--- src/tsr_pkg.sv ---
// Shared types for the triangle span rasterizer.
// Holds the controller states, edge selects and the command/status structs.
// No dependencies.
package tsr_pkg;

  typedef enum logic [2:0] {
    S_IDLE,
    S_CHECK,
    S_DSTART,
    S_DWAIT,
    S_INIT,
    S_EMIT
  } state_e;

  typedef enum logic [1:0] {
    EDGE_LONG,
    EDGE_UPPER,
    EDGE_LOWER
  } edge_e;

  typedef struct packed {
    logic  load;
    logic  div_start;
    logic  div_store;
    edge_e div_sel;
    logic  walk_init;
    logic  emit;
  } cmd_t;

  typedef struct packed {
    logic flat;
    logic div_done;
    logic out_free;
    logic last_row;
  } sts_t;

endpackage

--- src/tsr_div.sv ---
// Restoring divider, one quotient bit per cycle, for edge slopes.
// Depends on nothing; instanced by tsr_dpath.
module tsr_div #(
  parameter int NUM_W = 26,
  parameter int DEN_W = 6
) (
  input  logic             clk_i,
  input  logic             rst_ni,
  input  logic             start_i,
  input  logic [NUM_W-1:0] num_i,
  input  logic [DEN_W-1:0] den_i,
  output logic             done_o,
  output logic [NUM_W-1:0] quo_o
);

  localparam int CNT_W = $clog2(NUM_W + 1);

  logic [DEN_W-1:0] rem_q, rem_d, den_q;
  logic [NUM_W-1:0] quo_q, quo_d;
  logic [CNT_W-1:0] cnt_q, cnt_d;
  logic             busy_q, busy_d, done_q, done_d;
  logic [DEN_W:0]   shifted, diff;
  logic             ge;

  assign shifted = {rem_q, quo_q[NUM_W-1]};
  assign ge      = shifted >= {1'b0, den_q};
  assign diff    = shifted - {1'b0, den_q};

  always_comb begin
    rem_d  = rem_q;
    quo_d  = quo_q;
    cnt_d  = cnt_q;
    busy_d = busy_q;
    done_d = 1'b0;
    if (start_i) begin
      rem_d  = '0;
      quo_d  = num_i;
      cnt_d  = CNT_W'(NUM_W);
      busy_d = 1'b1;
    end else if (busy_q) begin
      rem_d = ge ? diff[DEN_W-1:0] : shifted[DEN_W-1:0];
      quo_d = {quo_q[NUM_W-2:0], ge};
      cnt_d = cnt_q - 1'b1;
      if (cnt_q == CNT_W'(1)) begin
        busy_d = 1'b0;
        done_d = 1'b1;
      end
    end
  end

  always_ff @(posedge clk_i or negedge rst_ni) begin
    if (!rst_ni) begin
      cnt_q  <= '0;
      busy_q <= 1'b0;
      done_q <= 1'b0;
    end else begin
      cnt_q  <= cnt_d;
      busy_q <= busy_d;
      done_q <= done_d;
    end
  end

  always_ff @(posedge clk_i) begin
    rem_q <= rem_d;
    quo_q <= quo_d;
    if (start_i) begin
      den_q <= den_i;
    end
  end

  assign done_o = done_q;
  assign quo_o  = quo_q;

endmodule

--- src/tsr_dpath.sv ---
// Datapath: vertex sort, slope registers, edge walkers and span output register.
// Depends on tsr_pkg and tsr_div; driven by tsr_ctrl commands.
module tsr_dpath #(
  parameter int ROW_BITS        = 6,
  parameter int COL_BITS        = 10,
  parameter int SLOPE_FRAC_BITS = 16
) (
  input  logic                clk_i,
  input  logic                rst_ni,
  input  tsr_pkg::cmd_t       cmd_i,
  output tsr_pkg::sts_t       sts_o,
  input  logic [COL_BITS-1:0] vertex_a_x_i,
  input  logic [ROW_BITS-1:0] vertex_a_y_i,
  input  logic [COL_BITS-1:0] vertex_b_x_i,
  input  logic [ROW_BITS-1:0] vertex_b_y_i,
  input  logic [COL_BITS-1:0] vertex_c_x_i,
  input  logic [ROW_BITS-1:0] vertex_c_y_i,
  output logic                out_valid_o,
  input  logic                out_ready_i,
  output logic [ROW_BITS-1:0] span_row_o,
  output logic [COL_BITS-1:0] span_start_o,
  output logic [COL_BITS-1:0] span_end_o,
  output logic                last_span_o
);

  import tsr_pkg::*;

  localparam int F  = SLOPE_FRAC_BITS;
  localparam int QW = COL_BITS + F;
  localparam int SW = QW + 1;
  localparam int XW = QW + 2;

  function automatic logic [COL_BITS-1:0] round_x(input logic signed [XW-1:0] v);
    logic signed [XW-1:0] r;
    logic [XW-F-1:0]      u;
    r = v + $signed({{(XW-F){1'b0}}, 1'b1, {(F-1){1'b0}}});
    u = r[XW-1:F];
    if (r[XW-1]) begin
      return '0;
    end else if (u[XW-F-1:COL_BITS] != '0) begin
      return '1;
    end else begin
      return u[COL_BITS-1:0];
    end
  endfunction

  logic [COL_BITS-1:0] xlo_q, xmid_q, xhi_q, sxl, sxm, sxh;
  logic [ROW_BITS-1:0] ylo_q, ymid_q, yhi_q, syl, sym, syh;
  logic [COL_BITS-1:0] ax, bx;
  logic [ROW_BITS-1:0] dy;
  logic [COL_BITS:0]   dx, dmag;
  logic                neg;
  logic [QW-1:0]       quo;
  logic                div_done;
  logic signed [SW-1:0] slope, d1_q, d2a_q, d2b_q, d2;
  logic signed [XW-1:0] x1_q, x2_q, xmin, xmax, xlo_fx, xmid_fx;
  logic [ROW_BITS-1:0]  row_q;
  logic                 out_valid_q;
  logic [ROW_BITS-1:0]  span_row_q;
  logic [COL_BITS-1:0]  span_start_q, span_end_q;
  logic                 last_span_q;

  always_comb begin
    if (vertex_a_y_i <= vertex_b_y_i && vertex_a_y_i <= vertex_c_y_i) begin
      sxl = vertex_a_x_i;
      syl = vertex_a_y_i;
      if (vertex_b_y_i <= vertex_c_y_i) begin
        sxm = vertex_b_x_i; sym = vertex_b_y_i; sxh = vertex_c_x_i; syh = vertex_c_y_i;
      end else begin
        sxm = vertex_c_x_i; sym = vertex_c_y_i; sxh = vertex_b_x_i; syh = vertex_b_y_i;
      end
    end else if (vertex_b_y_i <= vertex_a_y_i && vertex_b_y_i <= vertex_c_y_i) begin
      sxl = vertex_b_x_i;
      syl = vertex_b_y_i;
      if (vertex_a_y_i <= vertex_c_y_i) begin
        sxm = vertex_a_x_i; sym = vertex_a_y_i; sxh = vertex_c_x_i; syh = vertex_c_y_i;
      end else begin
        sxm = vertex_c_x_i; sym = vertex_c_y_i; sxh = vertex_a_x_i; syh = vertex_a_y_i;
      end
    end else begin
      sxl = vertex_c_x_i;
      syl = vertex_c_y_i;
      if (vertex_a_y_i <= vertex_b_y_i) begin
        sxm = vertex_a_x_i; sym = vertex_a_y_i; sxh = vertex_b_x_i; syh = vertex_b_y_i;
      end else begin
        sxm = vertex_b_x_i; sym = vertex_b_y_i; sxh = vertex_a_x_i; syh = vertex_a_y_i;
      end
    end
  end

  always_comb begin
    case (cmd_i.div_sel)
      EDGE_LONG: begin
        ax = xhi_q;  bx = xlo_q;  dy = yhi_q - ylo_q;
      end
      EDGE_UPPER: begin
        ax = xmid_q; bx = xlo_q;  dy = ymid_q - ylo_q;
      end
      EDGE_LOWER: begin
        ax = xhi_q;  bx = xmid_q; dy = yhi_q - ymid_q;
      end
      default: begin
        ax = xhi_q;  bx = xlo_q;  dy = yhi_q - ylo_q;
      end
    endcase
  end

  assign dx   = {1'b0, ax} - {1'b0, bx};
  assign neg  = dx[COL_BITS];
  assign dmag = neg ? -dx : dx;

  tsr_div #(
    .NUM_W(QW),
    .DEN_W(ROW_BITS)
  ) u_div (
    .clk_i  (clk_i),
    .rst_ni (rst_ni),
    .start_i(cmd_i.div_start),
    .num_i  ({dmag[COL_BITS-1:0], {F{1'b0}}}),
    .den_i  (dy),
    .done_o (div_done),
    .quo_o  (quo)
  );

  always_comb begin
    if (dy == '0) begin
      slope = '0;
    end else if (neg) begin
      slope = -$signed({1'b0, quo});
    end else begin
      slope = $signed({1'b0, quo});
    end
  end

  assign xlo_fx  = $signed({2'b00, xlo_q, {F{1'b0}}});
  assign xmid_fx = $signed({2'b00, xmid_q, {F{1'b0}}});
  assign xmin    = (x1_q < x2_q) ? x1_q : x2_q;
  assign xmax    = (x1_q < x2_q) ? x2_q : x1_q;
  assign d2      = (row_q < ymid_q) ? d2a_q : d2b_q;

  always_ff @(posedge clk_i) begin
    if (cmd_i.load) begin
      xlo_q  <= sxl;
      xmid_q <= sxm;
      xhi_q  <= sxh;
      ylo_q  <= syl;
      ymid_q <= sym;
      yhi_q  <= syh;
    end
    if (cmd_i.div_store) begin
      case (cmd_i.div_sel)
        EDGE_LONG:  d1_q  <= slope;
        EDGE_UPPER: d2a_q <= slope;
        EDGE_LOWER: d2b_q <= slope;
        default:    d1_q  <= slope;
      endcase
    end
    if (cmd_i.walk_init) begin
      row_q <= ylo_q;
      x1_q  <= xlo_fx;
      x2_q  <= (ymid_q == ylo_q) ? xmid_fx : xlo_fx;
    end else if (cmd_i.emit) begin
      row_q <= row_q + 1'b1;
      x1_q  <= x1_q + {{(XW-SW){d1_q[SW-1]}}, d1_q};
      x2_q  <= x2_q + {{(XW-SW){d2[SW-1]}}, d2};
    end
    if (cmd_i.emit) begin
      span_row_q   <= row_q;
      span_start_q <= round_x(xmin);
      span_end_q   <= round_x(xmax);
      last_span_q  <= (row_q == yhi_q);
    end
  end

  always_ff @(posedge clk_i or negedge rst_ni) begin
    if (!rst_ni) begin
      out_valid_q <= 1'b0;
    end else if (cmd_i.emit) begin
      out_valid_q <= 1'b1;
    end else if (out_ready_i) begin
      out_valid_q <= 1'b0;
    end
  end

  assign sts_o.flat     = (ylo_q == yhi_q);
  assign sts_o.div_done = div_done;
  assign sts_o.out_free = !out_valid_q || out_ready_i;
  assign sts_o.last_row = (row_q == yhi_q);

  assign out_valid_o  = out_valid_q;
  assign span_row_o   = span_row_q;
  assign span_start_o = span_start_q;
  assign span_end_o   = span_end_q;
  assign last_span_o  = last_span_q;

endmodule

--- src/tsr_ctrl.sv ---
// Controller state machine: sequences load, three slope divisions and span emission.
// Depends on tsr_pkg; drives tsr_dpath through command and status structs.
module tsr_ctrl (
  input  logic          clk_i,
  input  logic          rst_ni,
  input  logic          in_valid_i,
  output logic          in_ready_o,
  input  tsr_pkg::sts_t sts_i,
  output tsr_pkg::cmd_t cmd_o
);

  import tsr_pkg::*;

  state_e state_q, state_d;
  edge_e  edge_q, edge_d;

  always_comb begin
    state_d = state_q;
    edge_d  = edge_q;
    unique case (state_q)
      S_IDLE: begin
        if (in_valid_i) begin
          state_d = S_CHECK;
        end
      end
      S_CHECK: begin
        edge_d  = EDGE_LONG;
        state_d = sts_i.flat ? S_IDLE : S_DSTART;
      end
      S_DSTART: begin
        state_d = S_DWAIT;
      end
      S_DWAIT: begin
        if (sts_i.div_done) begin
          unique case (edge_q)
            EDGE_LONG: begin
              edge_d  = EDGE_UPPER;
              state_d = S_DSTART;
            end
            EDGE_UPPER: begin
              edge_d  = EDGE_LOWER;
              state_d = S_DSTART;
            end
            default: begin
              state_d = S_INIT;
            end
          endcase
        end
      end
      S_INIT: begin
        state_d = S_EMIT;
      end
      S_EMIT: begin
        if (sts_i.out_free && sts_i.last_row) begin
          state_d = S_IDLE;
        end
      end
      default: begin
        state_d = S_IDLE;
      end
    endcase
  end

  always_comb begin
    cmd_o         = '0;
    cmd_o.div_sel = edge_q;
    in_ready_o    = 1'b0;
    unique case (state_q)
      S_IDLE: begin
        in_ready_o = 1'b1;
        cmd_o.load = in_valid_i;
      end
      S_DSTART: cmd_o.div_start = 1'b1;
      S_DWAIT:  cmd_o.div_store = sts_i.div_done;
      S_INIT:   cmd_o.walk_init = 1'b1;
      S_EMIT:   cmd_o.emit      = sts_i.out_free;
      default: begin
      end
    endcase
  end

  always_ff @(posedge clk_i or negedge rst_ni) begin
    if (!rst_ni) begin
      state_q <= S_IDLE;
      edge_q  <= EDGE_LONG;
    end else begin
      state_q <= state_d;
      edge_q  <= edge_d;
    end
  end

endmodule

--- src/triangle_span_rasterizer.sv ---
// Triangle span rasterizer top level: controller plus datapath.
// Depends on tsr_pkg, tsr_ctrl, tsr_dpath (and tsr_div below it).
//
//   channel  direction  handshake                fields
//   vertex   in         in_valid_i / in_ready_o   vertex_{a,b,c}_{x,y}_i
//   span     out        out_valid_o / out_ready_i span_row_o span_start_o span_end_o
//                                                 last_span_o
//
// One triangle at a time: load and check, then three slope divisions on one
// shared bit-serial divider of COL_BITS+SLOPE_FRAC_BITS quotient bits, then
// start the walkers, then one span beat per cycle while out_ready_i allows.
// Flat triangles return to idle with no beat.
// Reset clears the controller and output valid; a stalled span beat holds
// the walkers, and the next triangle is taken while the last beat waits.
module triangle_span_rasterizer #(
  parameter int ROW_BITS        = 6,
  parameter int COL_BITS        = 10,
  parameter int SLOPE_FRAC_BITS = 16
) (
  input  logic                clk_i,
  input  logic                rst_ni,
  input  logic                in_valid_i,
  output logic                in_ready_o,
  input  logic [COL_BITS-1:0] vertex_a_x_i,
  input  logic [ROW_BITS-1:0] vertex_a_y_i,
  input  logic [COL_BITS-1:0] vertex_b_x_i,
  input  logic [ROW_BITS-1:0] vertex_b_y_i,
  input  logic [COL_BITS-1:0] vertex_c_x_i,
  input  logic [ROW_BITS-1:0] vertex_c_y_i,
  output logic                out_valid_o,
  input  logic                out_ready_i,
  output logic [ROW_BITS-1:0] span_row_o,
  output logic [COL_BITS-1:0] span_start_o,
  output logic [COL_BITS-1:0] span_end_o,
  output logic                last_span_o
);

  import tsr_pkg::*;

  cmd_t cmd;
  sts_t sts;

  tsr_ctrl u_ctrl (
    .clk_i     (clk_i),
    .rst_ni    (rst_ni),
    .in_valid_i(in_valid_i),
    .in_ready_o(in_ready_o),
    .sts_i     (sts),
    .cmd_o     (cmd)
  );

  tsr_dpath #(
    .ROW_BITS       (ROW_BITS),
    .COL_BITS       (COL_BITS),
    .SLOPE_FRAC_BITS(SLOPE_FRAC_BITS)
  ) u_dpath (
    .clk_i       (clk_i),
    .rst_ni      (rst_ni),
    .cmd_i       (cmd),
    .sts_o       (sts),
    .vertex_a_x_i(vertex_a_x_i),
    .vertex_a_y_i(vertex_a_y_i),
    .vertex_b_x_i(vertex_b_x_i),
    .vertex_b_y_i(vertex_b_y_i),
    .vertex_c_x_i(vertex_c_x_i),
    .vertex_c_y_i(vertex_c_y_i),
    .out_valid_o (out_valid_o),
    .out_ready_i (out_ready_i),
    .span_row_o  (span_row_o),
    .span_start_o(span_start_o),
    .span_end_o  (span_end_o),
    .last_span_o (last_span_o)
  );

endmodule
--- config.mk ---
export PLATFORM = sky130hd
export DESIGN_NAME = triangle_span_rasterizer
export DESIGN_NICKNAME = d
export VERILOG_FILES = /design/src/tsr_pkg.sv /design/src/tsr_div.sv /design/src/tsr_dpath.sv /design/src/tsr_ctrl.sv /design/src/triangle_span_rasterizer.sv
export SDC_FILE = /design/constraint.sdc
export NUM_CORES = 1
export LEC_CHECK = 0
export BUFFER_PORTS_ARGS = -buffer_cell sky130_fd_sc_hd__buf_2
export CAP_MARGIN = 30
export CORE_ASPECT_RATIO = 2
export CORE_MARGIN = 2
export CORE_UTILIZATION = 46
export CTS_BUF_LIST = sky130_fd_sc_hd__clkbuf_2
export DETAILED_ROUTE_END_ITERATION = 10
export HOLD_SLACK_MARGIN = 0.12
export SETUP_SLACK_MARGIN = 0.1
export SLEW_MARGIN = 30
export SYNTH_ARGS = -nofsm -noshare
export SYNTH_HDL_FRONTEND = slang
export SYNTH_SLANG_ARGS = --single-unit
--- constraint.sdc ---
create_clock -name clk_i -period 12 [get_ports clk_i]
set_input_delay 3 -clock clk_i [delete_from_list [all_inputs] [get_ports clk_i]]
set_output_delay 3 -clock clk_i [all_outputs]
set_load 0.05 [all_outputs]
# After elaboration in Yosys (flattened, before gate mapping)
# Cells that the tools add are included.
# Widths: inputs -> output; s select.
dict set report classes {
  order_cmp 7
  n_reduce_logical 21
  add_sub_neg 13
  n_eq_ne 15
  muxes 70
  n_bitwise 1
}
# cell n
set op_table {}
lappend op_table {{$mux 10} 17}
lappend op_table {{$mux 26} 5}
lappend op_table {{$mux 28} 4}
lappend op_table {{$mux 6} 15}
lappend op_table {{$mux 27} 3}
lappend op_table {{$add 28x17->28 const B} 2}
lappend op_table {{$add 28x28->28} 2}
lappend op_table {{$lt 28x28->1} 1}
lappend op_table {{$neg 26->27} 1}
lappend op_table {{$le 6x6->1} 4}
lappend op_table {{$sub 6x6->6} 4}
lappend op_table {{$eq 6x6->1} 3}
lappend op_table {{$pmux 3 s6} 1}
lappend op_table {{$mux 1} 14}
lappend op_table {{$mux 3} 4}
lappend op_table {{$pmux 6 s2} 1}
lappend op_table {{$reduce_bool 2->1} 6}
lappend op_table {{$sub 10x10->11} 1}
lappend op_table {{$mux 5} 2}
lappend op_table {{$neg 10->10} 1}
lappend op_table {{$pmux 2 s2} 2}
lappend op_table {{$ge 7x6->1} 1}
lappend op_table {{$add 6x1->6 const B} 1}
lappend op_table {{$eq 3x2->1 const B} 2}
lappend op_table {{other kinds (21)} 30}
dict set report totals {
  out_inout_bits 29
  inputBits 52
  register_bits 269
}

# Depth between registers and ports, before layout
# Gate-level depths: netlist (run 1).
dict set report depth {
  depth_word 6
  mapped_depth 22
  mapped_depth_nobuf 20
}

# Modules after synthesis
# From an unflattened synthesis (run 1), not the netlist that was laid out.
dict set report hier_totals {
  hier_cells 1798
  area_unflattened_um2 18390.1
}
# module cells_each area_each_um2 instances seq_area_each_um2
set modules_own_cells {}
lappend modules_own_cells {tsr_dpath 1595 15891.5 1 6391.1}
lappend modules_own_cells {tsr_div 167 2194.6 1 1256.2}
lappend modules_own_cells {tsr_ctrl 36 304.0 1 125.1}

# Least setup slack after synthesis (run 1)
# No wires, ideal clock.
dict set report synth_timing {
  path_kind {in2reg}
  from {input port vertex_c_y_i[1]}
  to {register u_dpath.xmid_q[0] (data pin)}
  n_path_buf 2
  required_ns 11.718
  setup_slack_ns 6.379
  arrival_ns 5.339
  setup_time_ns 0.282
  cell_stages 14
  cell_sequence {inv_1 -> ha_1 -> nor2b_1 -> o21a_1 -> o21a_1 -> o21a_1 -> o21a_1 -> o22ai_1 -> a21boi_1 -> buf_2 -> nand3_1 -> nand2_2 -> buf_4 -> a222oi_1}
}
dict set report synth_via {
  elab_chain_len 4
}
# item line
set synth_rtl {}
lappend synth_rtl {{from (decl)} triangle_span_rasterizer.sv:29} ;# input logic [ROW_BITS-1:0] vertex_c_y_i,
lappend synth_rtl {{$le 6x6->1, on equally long branches} -}
lappend synth_rtl {{$mux 10 / $logic_and 1x1->1 (equally long branches)} {tsr_dpath.sv:75, tsr_dpath.sv:72}}
lappend synth_rtl {{$mux 10} tsr_dpath.sv:72} ;# end else if (vertex_b_y_i <= vertex_a_y_i && vertex_b_y_i <= vertex_c_y_i) begin
lappend synth_rtl {{$mux 10 (*)} tsr_dpath.sv:64} ;# if (vertex_a_y_i <= vertex_b_y_i && vertex_a_y_i <= vertex_c_y_i) begin
lappend synth_rtl {{via u_dpath.sxm[0]} tsr_dpath.sv:47} ;# logic [COL_BITS-1:0] xlo_q, xmid_q, xhi_q, sxl, sxm, sxh;
lappend synth_rtl {{to (signal assigned)} tsr_dpath.sv:144} ;# xmid_q <= sxm;
lappend synth_rtl {{to (decl)} tsr_dpath.sv:47}
# The timed path passes the listed nets; every way through them passes the cells marked *.
# A chain may end at the register's enable or synchronous reset.

# Final worst setup path (run 1)
dict set report layout_timing {
  from {register u_dpath.ymid_q[1]}
  to {register u_dpath.x2_q[27] (data pin)}
}
dict set report layout_via {
  elab_chain_len 5
}
# item line
set layout_rtl {}
lappend layout_rtl {{from (decl)} tsr_dpath.sv:48} ;# logic [ROW_BITS-1:0] ylo_q, ymid_q, yhi_q, syl, sym, syh;
lappend layout_rtl {{from (signal assigned)} tsr_dpath.sv:147} ;# ymid_q <= sym;
lappend layout_rtl {{$lt 6x6->1} tsr_dpath.sv:139} ;# assign d2 = (row_q < ymid_q) ? d2a_q : d2b_q;
lappend layout_rtl {{$mux 27} tsr_dpath.sv:139}
lappend layout_rtl {{$add 28x28->28} tsr_dpath.sv:165} ;# x2_q <= x2_q + {{(XW-SW){d2[SW-1]}}, d2};
lappend layout_rtl {{$mux 28} tsr_dpath.sv:162} ;# end else if (cmd_i.emit) begin
lappend layout_rtl {{$mux 28} tsr_dpath.sv:158} ;# if (cmd_i.walk_init) begin
lappend layout_rtl {{to (signal assigned)} tsr_dpath.sv:161} ;# x2_q <= (ymid_q == ylo_q) ? xmid_fx : xlo_fx;
lappend layout_rtl {{to (signal assigned)} tsr_dpath.sv:165}
lappend layout_rtl {{to (decl)} tsr_dpath.sv:56} ;# logic signed [XW-1:0] x1_q, x2_q, xmin, xmax, xlo_fx, xmid_fx;
# Every way passes these cells. The select of a mux whose other input is x is not followed.

==> results of run 1 <==
[layout by cell type (no fill, tap or decap), types with 42 or more instances in the layout]
| master | instances |
|---|---|
| o21ai_0 | 89 |
| a21o_1 | 45 |
| xnor2_1 | 61 |
| nand3_1 | 42 |
| ha_1 | 145 |
| buf_2 | 80 |
| clkbuf_2 | 84 |
| mux2i_1 | 51 |
| a21oi_1 | 135 |
| mux2_2 | 47 |
| inv_1 | 136 |
| edfxtp_1 | 216 |
| nand2_1 | 139 |
| nor2_1 | 140 |
| xor2_1 | 74 |
[sequential cells by signal, indices dropped and copies added (netlist names), 26 cells and up]
signal / cells
u_dpath.d1_q: 27
u_dpath.u_div.quo_o: 26
u_dpath.d2b_q: 27
u_dpath.x2_q: 28
u_dpath.x1_q: 28
u_dpath.d2a_q: 27
[layout make-up]
type / count / area (um2) / area share [%]
Antenna cell: 2 / 5.00 / 0.0262
Clock buffer: 84 / 420 / 2.20
Timing Repair Buffer: 100 / 558 / 2.92
Tap cell: 463 / 579 / 3.03
Clock inverter: 27 / 189 / 0.990
Multi-Input combinational cell: 1284 / 9210 / 48.2
Inverter: 138 / 518 / 2.71
Sequential cell: 269 / 7610 / 39.9
[worst max-delay path, stage by stage, from the launching register on]
cell and delay [ps]:
edfxtp_1 440, inv_1 120, ha_1 280, o21ai_0 70, nand2b_1 80, a21o_1 110
a21oi_1 90, o21ai_2 140, buf_4 370, mux2_2 420, ha_1 280, a21oi_1 170
nor3b_1 110, nor3b_1 470, o21ai_0 250, a22o_1 300, o31ai_1 580, a211oi_1 210
o31ai_1 460, nand3_1 110, nor3b_1 150
[power by group through the flow]
| stage | combinational [mW] | sequential, mW | clock (mW) |
|---|---|---|---|
| CTS | 1.34 | 1.38 | 0.670 |
| global placement | 1.29 | 1.39 | 0 |
| global route | 1.51 | 1.39 | 0.707 |
| floorplan | 1.05 | 1.35 | 0 |
| finish | 1.33 | 1.38 | 0.644 |
| detailed placement | 1.33 | 1.40 | 0 |
[worst paths after layout]
check / start / endpoint / slack (ps) / cells after the start
setup / recovery: u_dpath.ymid_q[1]$_DFFE_PP_ / u_dpath.x2_q[27]$_SDFFCE_PP0P_ / 6540 / 20
max in group asynchronous: rst_ni / u_dpath.u_div.cnt_q[3]$_DFFE_PN0P_ / 9840 / 1
setup reg to reg: u_dpath.ymid_q[1]$_DFFE_PP_ / u_dpath.x2_q[27]$_SDFFCE_PP0P_ / 6540 / 20
hold / removal: u_dpath.x1_q[0]$_SDFFE_PP0P_ / u_dpath.x1_q[0]$_SDFFE_PP0P_ / 490 / 2
hold reg to reg: u_dpath.x1_q[0]$_SDFFE_PP0P_ / u_dpath.x1_q[0]$_SDFFE_PP0P_ / 490 / 2
min in group asynchronous: rst_ni / u_dpath.u_div.cnt_q[0]$_DFFE_PN0P_ / 1930 / 1
[per-layer routing]
| metal | wire length, um | track usage (%) | vias to the layer above |
|---|---|---|---|
| met5 | 0 | 0 | - |
| met4 | 1870 | 10.4 | 0 |
| met3 | 1600 | 3.24 | 109 |
| met2 | 25900 | 46.4 | 288 |
| met1 | 15700 | 22.0 | 6303 |
| li1 | - | - | 6622 |
[logic make-up (layout without fill, tap and decap cells)]
family          after synthesis  in the layout  share of synthesized area, %
compound gates              428            428                          15.7
xor+xnor                    136            136                          6.82
fa+ha+maj                   152            152                          11.1
buf+inv                     204            349                          4.47
flops                       269            269                          43.3
mux                          98             98                          5.92
other cells                   0              2                             0
simple gates                470            470                          12.6
==> flow_metrics.py, run 1 <==
metrics = {
    "run_status": {
        "status": "finished, final reports clean",
    },
    "global_routing": {
        "grt_pass1_wl_mm": 71.1,
        "grt_max_degree": 50,
        "antenna_found_initial": 1,
        "grtUsageTotal_pct": 22.9,
        "overflow": 0,
        "grt_pass1_vias": 13900,
    },
    "synthesis": {
        "synth.cell_area_um2": 17600,
        "ys_types": 74,
        "synthTopCellsByArea": "edfxtp_1 37%, ha_1 10%, dfxtp_1 4.6%",
        "synth_seq_cells": 269,
        "synth_edf_count": 216,
        "avgSynthCellArea_um2": 10.0,
        "synth_ff_type": "edfxtp_1",
        "synthCells": 1757,
        "synth-async-reset-ratio_pct": 4.83,
        "synth_top_area_share_pct": 36.9,
        "yosys.area.top_type": "edfxtp_1",
        "yosys.cell_count.top_type": "edfxtp_1",
        "seq_area_frac_synth_pct": 43.3,
        "synth_common_cells": "216 x edfxtp_1, 145 x ha_1, 140 x nand2_1, 140 x nor2_1, 137 x inv_1",
        "yosys_warnings": 0,
        "syn-num-nets": 1961,
    },
    "die": {
        "start_util_pct": 46.5,
        "dieHeight_um": 280,
        "dieArea_um2": 39900,
        "chipWidth_um": 142,
        "io_pins": 81,
        "num_rows": 101,
        "core_area_um2": 37800,
    },
    "critical_path": {
        "start_kind": "flop",
        "worstSetupPathType": "flop to flop",
        "critPathMaxFanout": 27,
        "cp-end-kind": "flop",
        "cp.required_ps": 12710,
        "arrival_ps": 6170,
    },
    "job": {
        "max_cap_violations": 0,
    },
    "sta": {
        "slew_headroom_pct": 39.4,
        "finalSetupTns_ps": 0,
        "fmax_ghz": 0.183,
        "slew_violations": 0,
        "finClkSkew_ps": 65.6,
        "whs_ps": 487,
        "rsz0062_at_grt": "no",
        "finalSetupViolCount": 0,
        "worstMarginPinSlew_ps": 902,
        "setup_ws_ps": 6540,
        "finalHoldViolCount": 0,
        "period_needed_ps": 5460,
        "fin_crit_sh_pct": 45.5,
    },
    "layout": {
        "fill_cells": 3494,
        "layout-drive-gt1-share_pct": 14.2,
        "stdcell_count": 2367,
        "fin_nets": 2058,
        "postLayoutCoreUtil_pct": 50.5,
        "postLayoutCellArea_um2": 19100,
        "syn_to_final_growth_pct": 8.65,
    },
    "routing": {
        "detail-route-antenna-nets": 0,
        "wire_per_inst_um": 19.1,
        "avgViaCountPerCell": 5.63,
        "dr.pass1.iters": 9,
        "dr.first_iter.drc_count": 517,
        "drc": 0,
        "vias": 13300,
        "wl_mm": 45.1,
    },
    "clock_tree": {
        "numCtsBuffers": 61,
        "postCtsSetupBuffers": 0,
        "post_cts_resized": 0,
        "clk_pin_slew_ps": 120,
        "cts_buffer_depth": 3,
        "cts_tree": "done",
        "clock_latency_ps": 980,
        "cts.sinks": 269,
        "holdBufCountCts": 0,
        "cts_root_buf": "clkbuf_2",
        "htreeDepth": 2,
    },
    "placed_design": {
        "hpwl_mm": 34.6,
        "io_buffers": 80,
        "dp_cells": 2254,
        "gp_congestion": 0.883,
        "pre_cts_ws_ps": 5690,
        "placed_cell_area_um2": 18500,
    },
    "pwr": {
        "leakagePower_nw": 8.14,
        "vdd_drop_max_mv": 0.0854,
        "p_sw_share_pct": 39.0,
        "p_per_area_nw_per_um2": 176,
        "finalPower_mw": 3.35,
        "internal-power_mw": 2.04,
        "combPwrFrac_pct": 39.8,
        "p_seq_share_pct": 41.0,
        "p_switching_mw": 1.31,
        "power.share.clock_pct": 19.2,
    },
    "min_path": {
        "hp-class": "flop to flop",
    },
}
Power figures use the tool's default switching activity.
==> run 2, diff against run 1 <==
==> constraint.sdc (replaced) <==
create_clock -name clk_i -period 5.1 [get_ports clk_i]
set_input_delay 1.275 -clock clk_i [delete_from_list [all_inputs] [get_ports clk_i]]
set_output_delay 1.275 -clock clk_i [all_outputs]
set_load 0.05 [all_outputs]
==> flow_metrics.py, run 2 (synthesized netlist as in run 1, its figures left out) <==
metrics = {
    "critical_path": {
        "arrival_ps": 5410,
        "r2r-end": "u_dpath.x2_q[26]$_SDFFCE_PP0P_",
        "r2r-start": "u_dpath.ymid_q[1]$_DFFE_PP_",
        "worstRegToRegCells": 21,
        "path_cells": "inv_1 > ha_1 > o21ai_0 > nand2b_1 > a21o_1 > a21oi_1 > o21ai_2 > buf_4 > mux2_2 > ha_1 > fa_1 > a21oi_1 > o211ai_1 > nand2b_1 > a211o_1 > o21ai_1 > a21oi_2 > o311ai_1 > o31ai_1 > xor2_1 > nor2_1",
        "slowest_delay_ps": 470,
        "r2r_slack_ps": 340,
        "crit_slowest_cell": "edfxtp_1",
        "critPathMaxFanout": 12,
        "worstSetupPathType": "flop to flop",
        "start_kind": "flop",
        "cp.required_ps": 5750,
        "cp-end-kind": "flop",
    },
    "global_routing": {
        "overflow": 0,
        "grtUsageTotal_pct": 22.1,
        "grt_max_degree": 49,
        "grt_pass1_vias": 13900,
        "antenna_found_initial": 1,
        "grt_pass1_wl_mm": 69.2,
    },
    "routing": {
        "vias": 13500,
        "wl_mm": 43.8,
        "dr.pass1.iters": 5,
        "avgViaCountPerCell": 5.67,
        "detail-route-antenna-nets": 0,
        "drc": 0,
        "wire_per_inst_um": 18.4,
        "dr.first_iter.drc_count": 602,
    },
    "clock_tree": {
        "clock_latency_ps": 930,
        "htreeDepth": 2,
        "cts_buffer_depth": 3,
        "cts_tree": "done",
        "clk_pin_slew_ps": 110,
        "cts.sinks": 269,
        "numCtsBuffers": 59,
        "cts_root_buf": "clkbuf_2",
    },
    "die": {
        "chipWidth_um": 142,
        "start_util_pct": 46.5,
        "num_rows": 101,
        "dieHeight_um": 280,
        "io_pins": 81,
        "dieArea_um2": 39900,
        "core_area_um2": 37800,
    },
    "sta": {
        "slew_headroom_pct": 41.1,
        "period_needed_ps": 4760,
        "fin_crit_sh_pct": 93.3,
        "setup_ws_ps": 341,
        "worstMarginPinSlew_ps": 859,
        "fmax_ghz": 0.210,
        "rsz0062_at_grt": "yes",
        "finalSetupTns_ps": 0,
        "finClkSkew_ps": 70.4,
        "finalSetupViolCount": 0,
        "slew_violations": 0,
        "finalHoldViolCount": 0,
    },
    "min_path": {
        "holdPathStages": 2,
        "holdCritStartpoint": "u_dpath.x1_q[0]$_SDFFE_PP0P_",
        "hp-class": "flop to flop",
        "hold_path_end": "u_dpath.x1_q[0]$_SDFFE_PP0P_",
    },
    "placed_design": {
        "pre_cts_ws_ps": 210,
        "gp_congestion": 0.950,
        "hpwl_mm": 33.9,
        "io_buffers": 80,
    },
    "pwr": {
        "finalPower_mw": 7.96,
        "p_per_area_nw_per_um2": 414,
        "leakagePower_nw": 8.22,
        "vdd_drop_max_mv": 0.212,
    },
    "layout": {
        "fin_nets": 2067,
        "final_common_cell": "edfxtp_1",
        "final_cell_mix": "216 x edfxtp_1, 145 x ha_1, 140 x nor2_1, 139 x nand2_1, 136 x inv_1",
        "reg_top3": "u_dpath.x1_q: 28 flops, u_dpath.x2_q: 28 flops",
        "syn_to_final_growth_pct": 9.51,
        "layout-drive-gt1-share_pct": 14.9,
    },
    "run_status": {
        "status": "finished, final reports clean",
    },
    "job": {
        "max_cap_violations": 0,
    },
}
[run 2: cell types whose count changed in the layout (fill, tap and decap cells not counted), sizes merged]
| cell | previous run | this run |
|---|---|---|
| buf | 100 | 110 |
| clkinv | 24 | 22 |
| bufinv | 3 | 4 |
| clkbuf | 84 | 85 |
| diode | 2 | 1 |
| dlygate4sd3 | 0 | 1 |
| inv | 138 | 137 |
[run 2: how the worst max path moves through the flow]
| stage | start | endpoint | slack, ps |
|---|---|---|---|
| 2_1_floorplan | u_dpath.ymid_q[1]$_DFFE_PP_ | u_dpath.x2_q[25]$_DFFE_PP_ | 400 |
| 3_3_place_gp | u_dpath.ymid_q[1]$_DFFE_PP_ | u_dpath.x2_q[25]$_DFFE_PP_ | 280 |
| 3_5_place_dp | u_dpath.ymid_q[1]$_DFFE_PP_ | u_dpath.x2_q[25]$_DFFE_PP_ | 210 |
| 4_1_cts | u_dpath.ymid_q[1]$_DFFE_PP_ | u_dpath.x2_q[25]$_DFFE_PP_ | 190 |
| 5_1_grt | u_dpath.ymid_q[1]$_DFFE_PP_ | u_dpath.x2_q[25]$_DFFE_PP_ | 60 |
| 6_report | u_dpath.ymid_q[1]$_DFFE_PP_ | u_dpath.x2_q[26]$_SDFFCE_PP0P_ | 340 |
[run 2: cell type report]
cell class / count / area [um2]
Antenna cell: 1 / 2.50
Inverter: 138 / 518
Clock inverter: 25 / 209
Clock buffer: 85 / 425
Timing Repair Buffer: 111 / 661
Sequential cell: 269 / 7610
Fill cell: 3484 / 18500
Multi-Input combinational cell: 1284 / 9230
Tap cell: 463 / 579
[run 2: per-layer routing]
metal	global-route usage, %	share of wire [%]
met1	20.5	35
met2	44.6	57
met3	3.11	3.3
met4	12.3	5.1
met5	0	0
[run 2: power breakdown]
| part | internal, mW | switching [mW] | total (mW) |
|---|---|---|---|
| Sequential | 2.94 | 0.307 | 3.24 |
| Combinational | 1.29 | 1.89 | 3.18 |
| Clock | 0.659 | 0.880 | 1.54 |
| Total | 4.88 | 3.08 | 7.96 |
[run 2: critical path, delay by kind of cell, from the launching register on]
| kind | cells | cell delay (ps) |
|---|---|---|
| AOI/OAI and AO/OA | 11 | 2030 |
| adders and majority gates | 3 | 850 |
| muxes | 1 | 290 |
| and+or+nand+nor | 3 | 310 |
| buffers and inverters | 2 | 350 |
| DFF | 1 | 470 |
| xor gates and xnor gates | 1 | 180 |
[run 2: timing repair]
action                     CTS  global route
hold buffers                 1             0
setup endpoints to repair    0             6
buffers inserted             0             0
gates resized for setup      0             4
hold endpoints to repair    13             0
[run 2: per-stage QoR]
step	instance area, um2	utilization, %	std cells	hold slack [ps]
2_1_floorplan	17600	-	1757	446
3_3_place_gp	18600	49.1	2264	460
3_5_place_dp	18600	49.1	2264	461
4_1_cts	19200	50.8	2375	480
5_1_grt	19200	50.9	2376	512
6_report	19200	50.9	2376	478
==> run 3, diff against run 2 <==
--- a/config.mk
+++ b/config.mk
@@ -5,6 +5,7 @@
 export SDC_FILE = /design/constraint.sdc
 export NUM_CORES = 1
 export LEC_CHECK = 0
+export ABC_AREA = 1
 export BUFFER_PORTS_ARGS = -buffer_cell sky130_fd_sc_hd__buf_2
 export CAP_MARGIN = 30
 export CORE_ASPECT_RATIO = 2
==> flow_metrics.py, run 3 <==
metrics = {
    "routing": {
        "wl_mm": 55.7,
        "dr.pass1.iters": 5,
        "drc": 0,
        "wire_per_inst_um": 18.2,
        "met1_length_mm": 17.9,
        "met3_length_mm": 2.01,
        "detail-route-antenna-nets": 0,
        "avgViaCountPerCell": 5.57,
        "highest_layer": "met4",
        "met2WireLength_mm": 31.9,
        "dr.first_iter.drc_count": 756,
        "vias": 17100,
    },
    "sta": {
        "finalSetupTns_ps": 0,
        "worstMarginPinSlew_ps": 920,
        "period_needed_ps": 4480,
        "fin_crit_sh_pct": 87.8,
        "finClkSkew_ps": 39.6,
        "rsz0062_at_grt": "no",
        "setup_ws_ps": 620,
        "fmax_ghz": 0.223,
        "slew_violations": 0,
        "slew_headroom_pct": 38.5,
        "finalHoldViolCount": 0,
        "whs_ps": 480,
        "finalSetupViolCount": 0,
    },
    "synthesis": {
        "synth_top_area_share_pct": 33.6,
        "synth.cell_area_um2": 19300,
        "muxShareOfSynthArea_pct": 1.63,
        "synth_seq_cells": 269,
        "yosys_warnings": 0,
        "synth_ff_type": "edfxtp_1",
        "synthCells": 2392,
        "synth-simple-area-share_pct": 19.0,
        "syn-num-nets": 2596,
        "synth-async-reset-ratio_pct": 4.83,
        "ys_types": 57,
        "seq_area_frac_synth_pct": 39.5,
        "synth_compound_area_share_pct": 19.3,
        "synth_common_cells": "412 x nand2_1, 329 x inv_1, 218 x o21ai_0, 216 x edfxtp_1, 216 x nor2_1",
        "synth_top_family_by_area": "compound AO/OA/AOI/OAI gates",
        "synthTopCellsByArea": "edfxtp_1 34%, ha_1 9.4%, nand2_1 8.0%",
        "synthXorXnorAreaFrac_pct": 2.36,
        "synth_edf_count": 216,
        "yosys.cell_count.top_type": "nand2_1",
        "avgSynthCellArea_um2": 8.06,
        "yosys.area.top_type": "edfxtp_1",
        "synthAdderAreaFrac_pct": 10.1,
    },
    "placed_design": {
        "hpwl_mm": 43.8,
        "io_buffers": 80,
        "gp_congestion": 0.935,
        "pre_cts_ws_ps": 663,
        "placed_cell_area_um2": 20300,
        "dp_cells": 2960,
    },
    "pwr": {
        "vdd_drop_max_mv": 0.291,
        "p_per_area_nw_per_um2": 551,
        "finalPower_mw": 11.5,
        "leakagePower_nw": 9.43,
    },
    "global_routing": {
        "grt_max_degree": 97,
        "grt_pass1_wl_mm": 87.2,
        "grtUsageTotal_pct": 25.6,
        "antenna_found_initial": 2,
        "overflow": 0,
        "grt_pass1_vias": 17300,
    },
    "critical_path": {
        "start_kind": "flop",
        "slowest_delay_ps": 530,
        "cp_common_cell": "nand2_1",
        "cp.required_ps": 5830,
        "crit_slowest_cell": "o21bai_1",
        "arrival_ps": 5210,
        "path_cells": "ha_1 > nand2_1 > nor2_1 > o21ai_0 > o211ai_1 > buf_4 > mux2_2 > ha_1 > nand3_1 > nand3_1 > a31oi_1 > o21bai_1 > a21oi_1 > inv_1 > nand2_1 > nand2_1 > nand3_1 > nand2_1 > nand2_1 > nand2_1 > nand2_1 > nand2_1 > nor2_1",
        "critPathMaxFanout": 27,
        "path_delay_family": "simple AND/OR/NAND/NOR gates",
        "cp-end-kind": "flop",
        "path_buf_inv": 2,
        "worstSetupPathType": "flop to flop",
    },
    "clock_tree": {
        "cts_tree": "done",
        "cts.sinks": 269,
        "clk_pin_slew_ps": 130,
        "cts_root_buf": "clkbuf_2",
        "postCtsSetupBuffers": 0,
        "htreeDepth": 2,
        "numCtsBuffers": 57,
        "clock_latency_ps": 960,
        "cts_buffer_depth": 3,
    },
    "layout": {
        "final_common_cell": "nand2_1",
        "area.sequential_um2": 7610,
        "multi_input_area_um2": 10200,
        "stdcell_count": 3063,
        "reg_top3": "u_dpath.x1_q: 28 flops, u_dpath.x2_q: 28 flops",
        "final_cell_mix": "407 x nand2_1, 328 x inv_1, 218 x o21ai_0, 216 x edfxtp_1, 211 x nor2_1",
        "fill_cells": 4113,
        "postLayoutCellArea_um2": 20900,
        "fin_nets": 2684,
        "postLayoutCoreUtil_pct": 50.1,
        "syn_to_final_growth_pct": 8.24,
        "layout-drive-gt1-share_pct": 11.7,
    },
    "die": {
        "start_util_pct": 46.3,
        "io_pins": 81,
        "dieHeight_um": 294,
        "num_rows": 106,
        "dieArea_um2": 43700,
        "core_area_um2": 41600,
        "chipWidth_um": 149,
    },
    "run_status": {
        "status": "finished, final reports clean",
    },
    "min_path": {
        "hp-class": "flop to flop",
    },
    "job": {
        "max_cap_violations": 0,
    },
}
[run 3: cell types whose count changed after synthesis, moves of 43 or more]
cell,previous run,this run
nand2_1,140,412
inv_1,137,329
xor2_1,74,31
nor2_1,140,216
a21oi_1,136,194
mux2i_1,51,1
o21ai_0,89,218
o211ai_1,1,56
[run 3: repair_timing]
action | 4_1_cts | 5_1_grt
endpoints found under the hold margin | 5 | 0
resized for setup | 0 | 0
hold buffers | 1 | 0
[run 3: path summary, 6_finish.rpt]
| check | startpoint | end | slack [ps] | cells after the start |
|---|---|---|---|---|
| min | u_dpath.u_div.done_o$_DFF_PN0_ | u_ctrl.state_q[1]$_DFFE_PN0P_ | 480 | 1 |
| max in group asynchronous | rst_ni | u_dpath.u_div.done_o$_DFF_PN0_ | 4130 | 2 |
| max | u_dpath.row_q[5]$_DFFE_PP_ | u_dpath.x2_q[27]$_SDFFCE_PP0P_ | 620 | 23 |
| min in group asynchronous | rst_ni | u_ctrl.edge_q[1]$_DFFE_PN0P_ | 730 | 2 |
| max reg2reg | u_dpath.row_q[5]$_DFFE_PP_ | u_dpath.x2_q[27]$_SDFFCE_PP0P_ | 620 | 23 |
| min reg2reg | u_dpath.u_div.done_o$_DFF_PN0_ | u_ctrl.state_q[1]$_DFFE_PN0P_ | 480 | 1 |
[run 3: routing by layer]
metal  vias up  GRT usage [%]
met1      7897           22.0
met3       209           3.18
met2       456           52.9
met5         -              0
li1       8488              -
met4         0           16.8
[run 3: kinds of logic after synthesis]
family	Yosys count
AO/OA/AOI/OAI	641
XOR/XNOR	52
buffers and inverters	411
adder cells (fa/ha/maj)	152
flip-flops	269
multiplexers	28
AND/OR/NAND/NOR	839
[run 3: area by class of cell]
class                           instances  share of cell area [%]
Clock inverter                         27                   0.965
Sequential cell                       269                    36.5
Clock buffer                           73                    1.75
Antenna cell                            2                  0.0240
Multi-Input combinational cell       1712                    48.7
Tap cell                              540                    3.24
Timing Repair Buffer                  105                    2.89
Inverter                              335                    6.03
[run 3: worst register-to-register path, stage by stage, from the launching register on]
cell      delay, ps
edfxtp_1        490
ha_1            350
nand2_1         100
nor2_1          100
o21ai_0          80
o211ai_1        120
buf_4           420
mux2_2          400
ha_1            370
nand3_1         100
nand3_1         110
a31oi_1         150
o21bai_1        530
a21oi_1         130
inv_1           110
nand2_1          50
nand2_1         170
nand3_1         100
nand2_1         120
nand2_1          60
nand2_1          70
nand2_1          50
nand2_1          50
nor2_1           40
[run 3: power breakdown]
| part | total, mW | internal [mW] | switching (mW) | leakage, nW |
|---|---|---|---|---|
| combinational | 6.47 | 2.13 | 4.34 | 6.57 |
| clock | 1.47 | 0.556 | 0.914 | 0.398 |
| sequential | 3.57 | 3.24 | 0.333 | 2.47 |
| total | 11.5 | 5.93 | 5.59 | 9.43 |
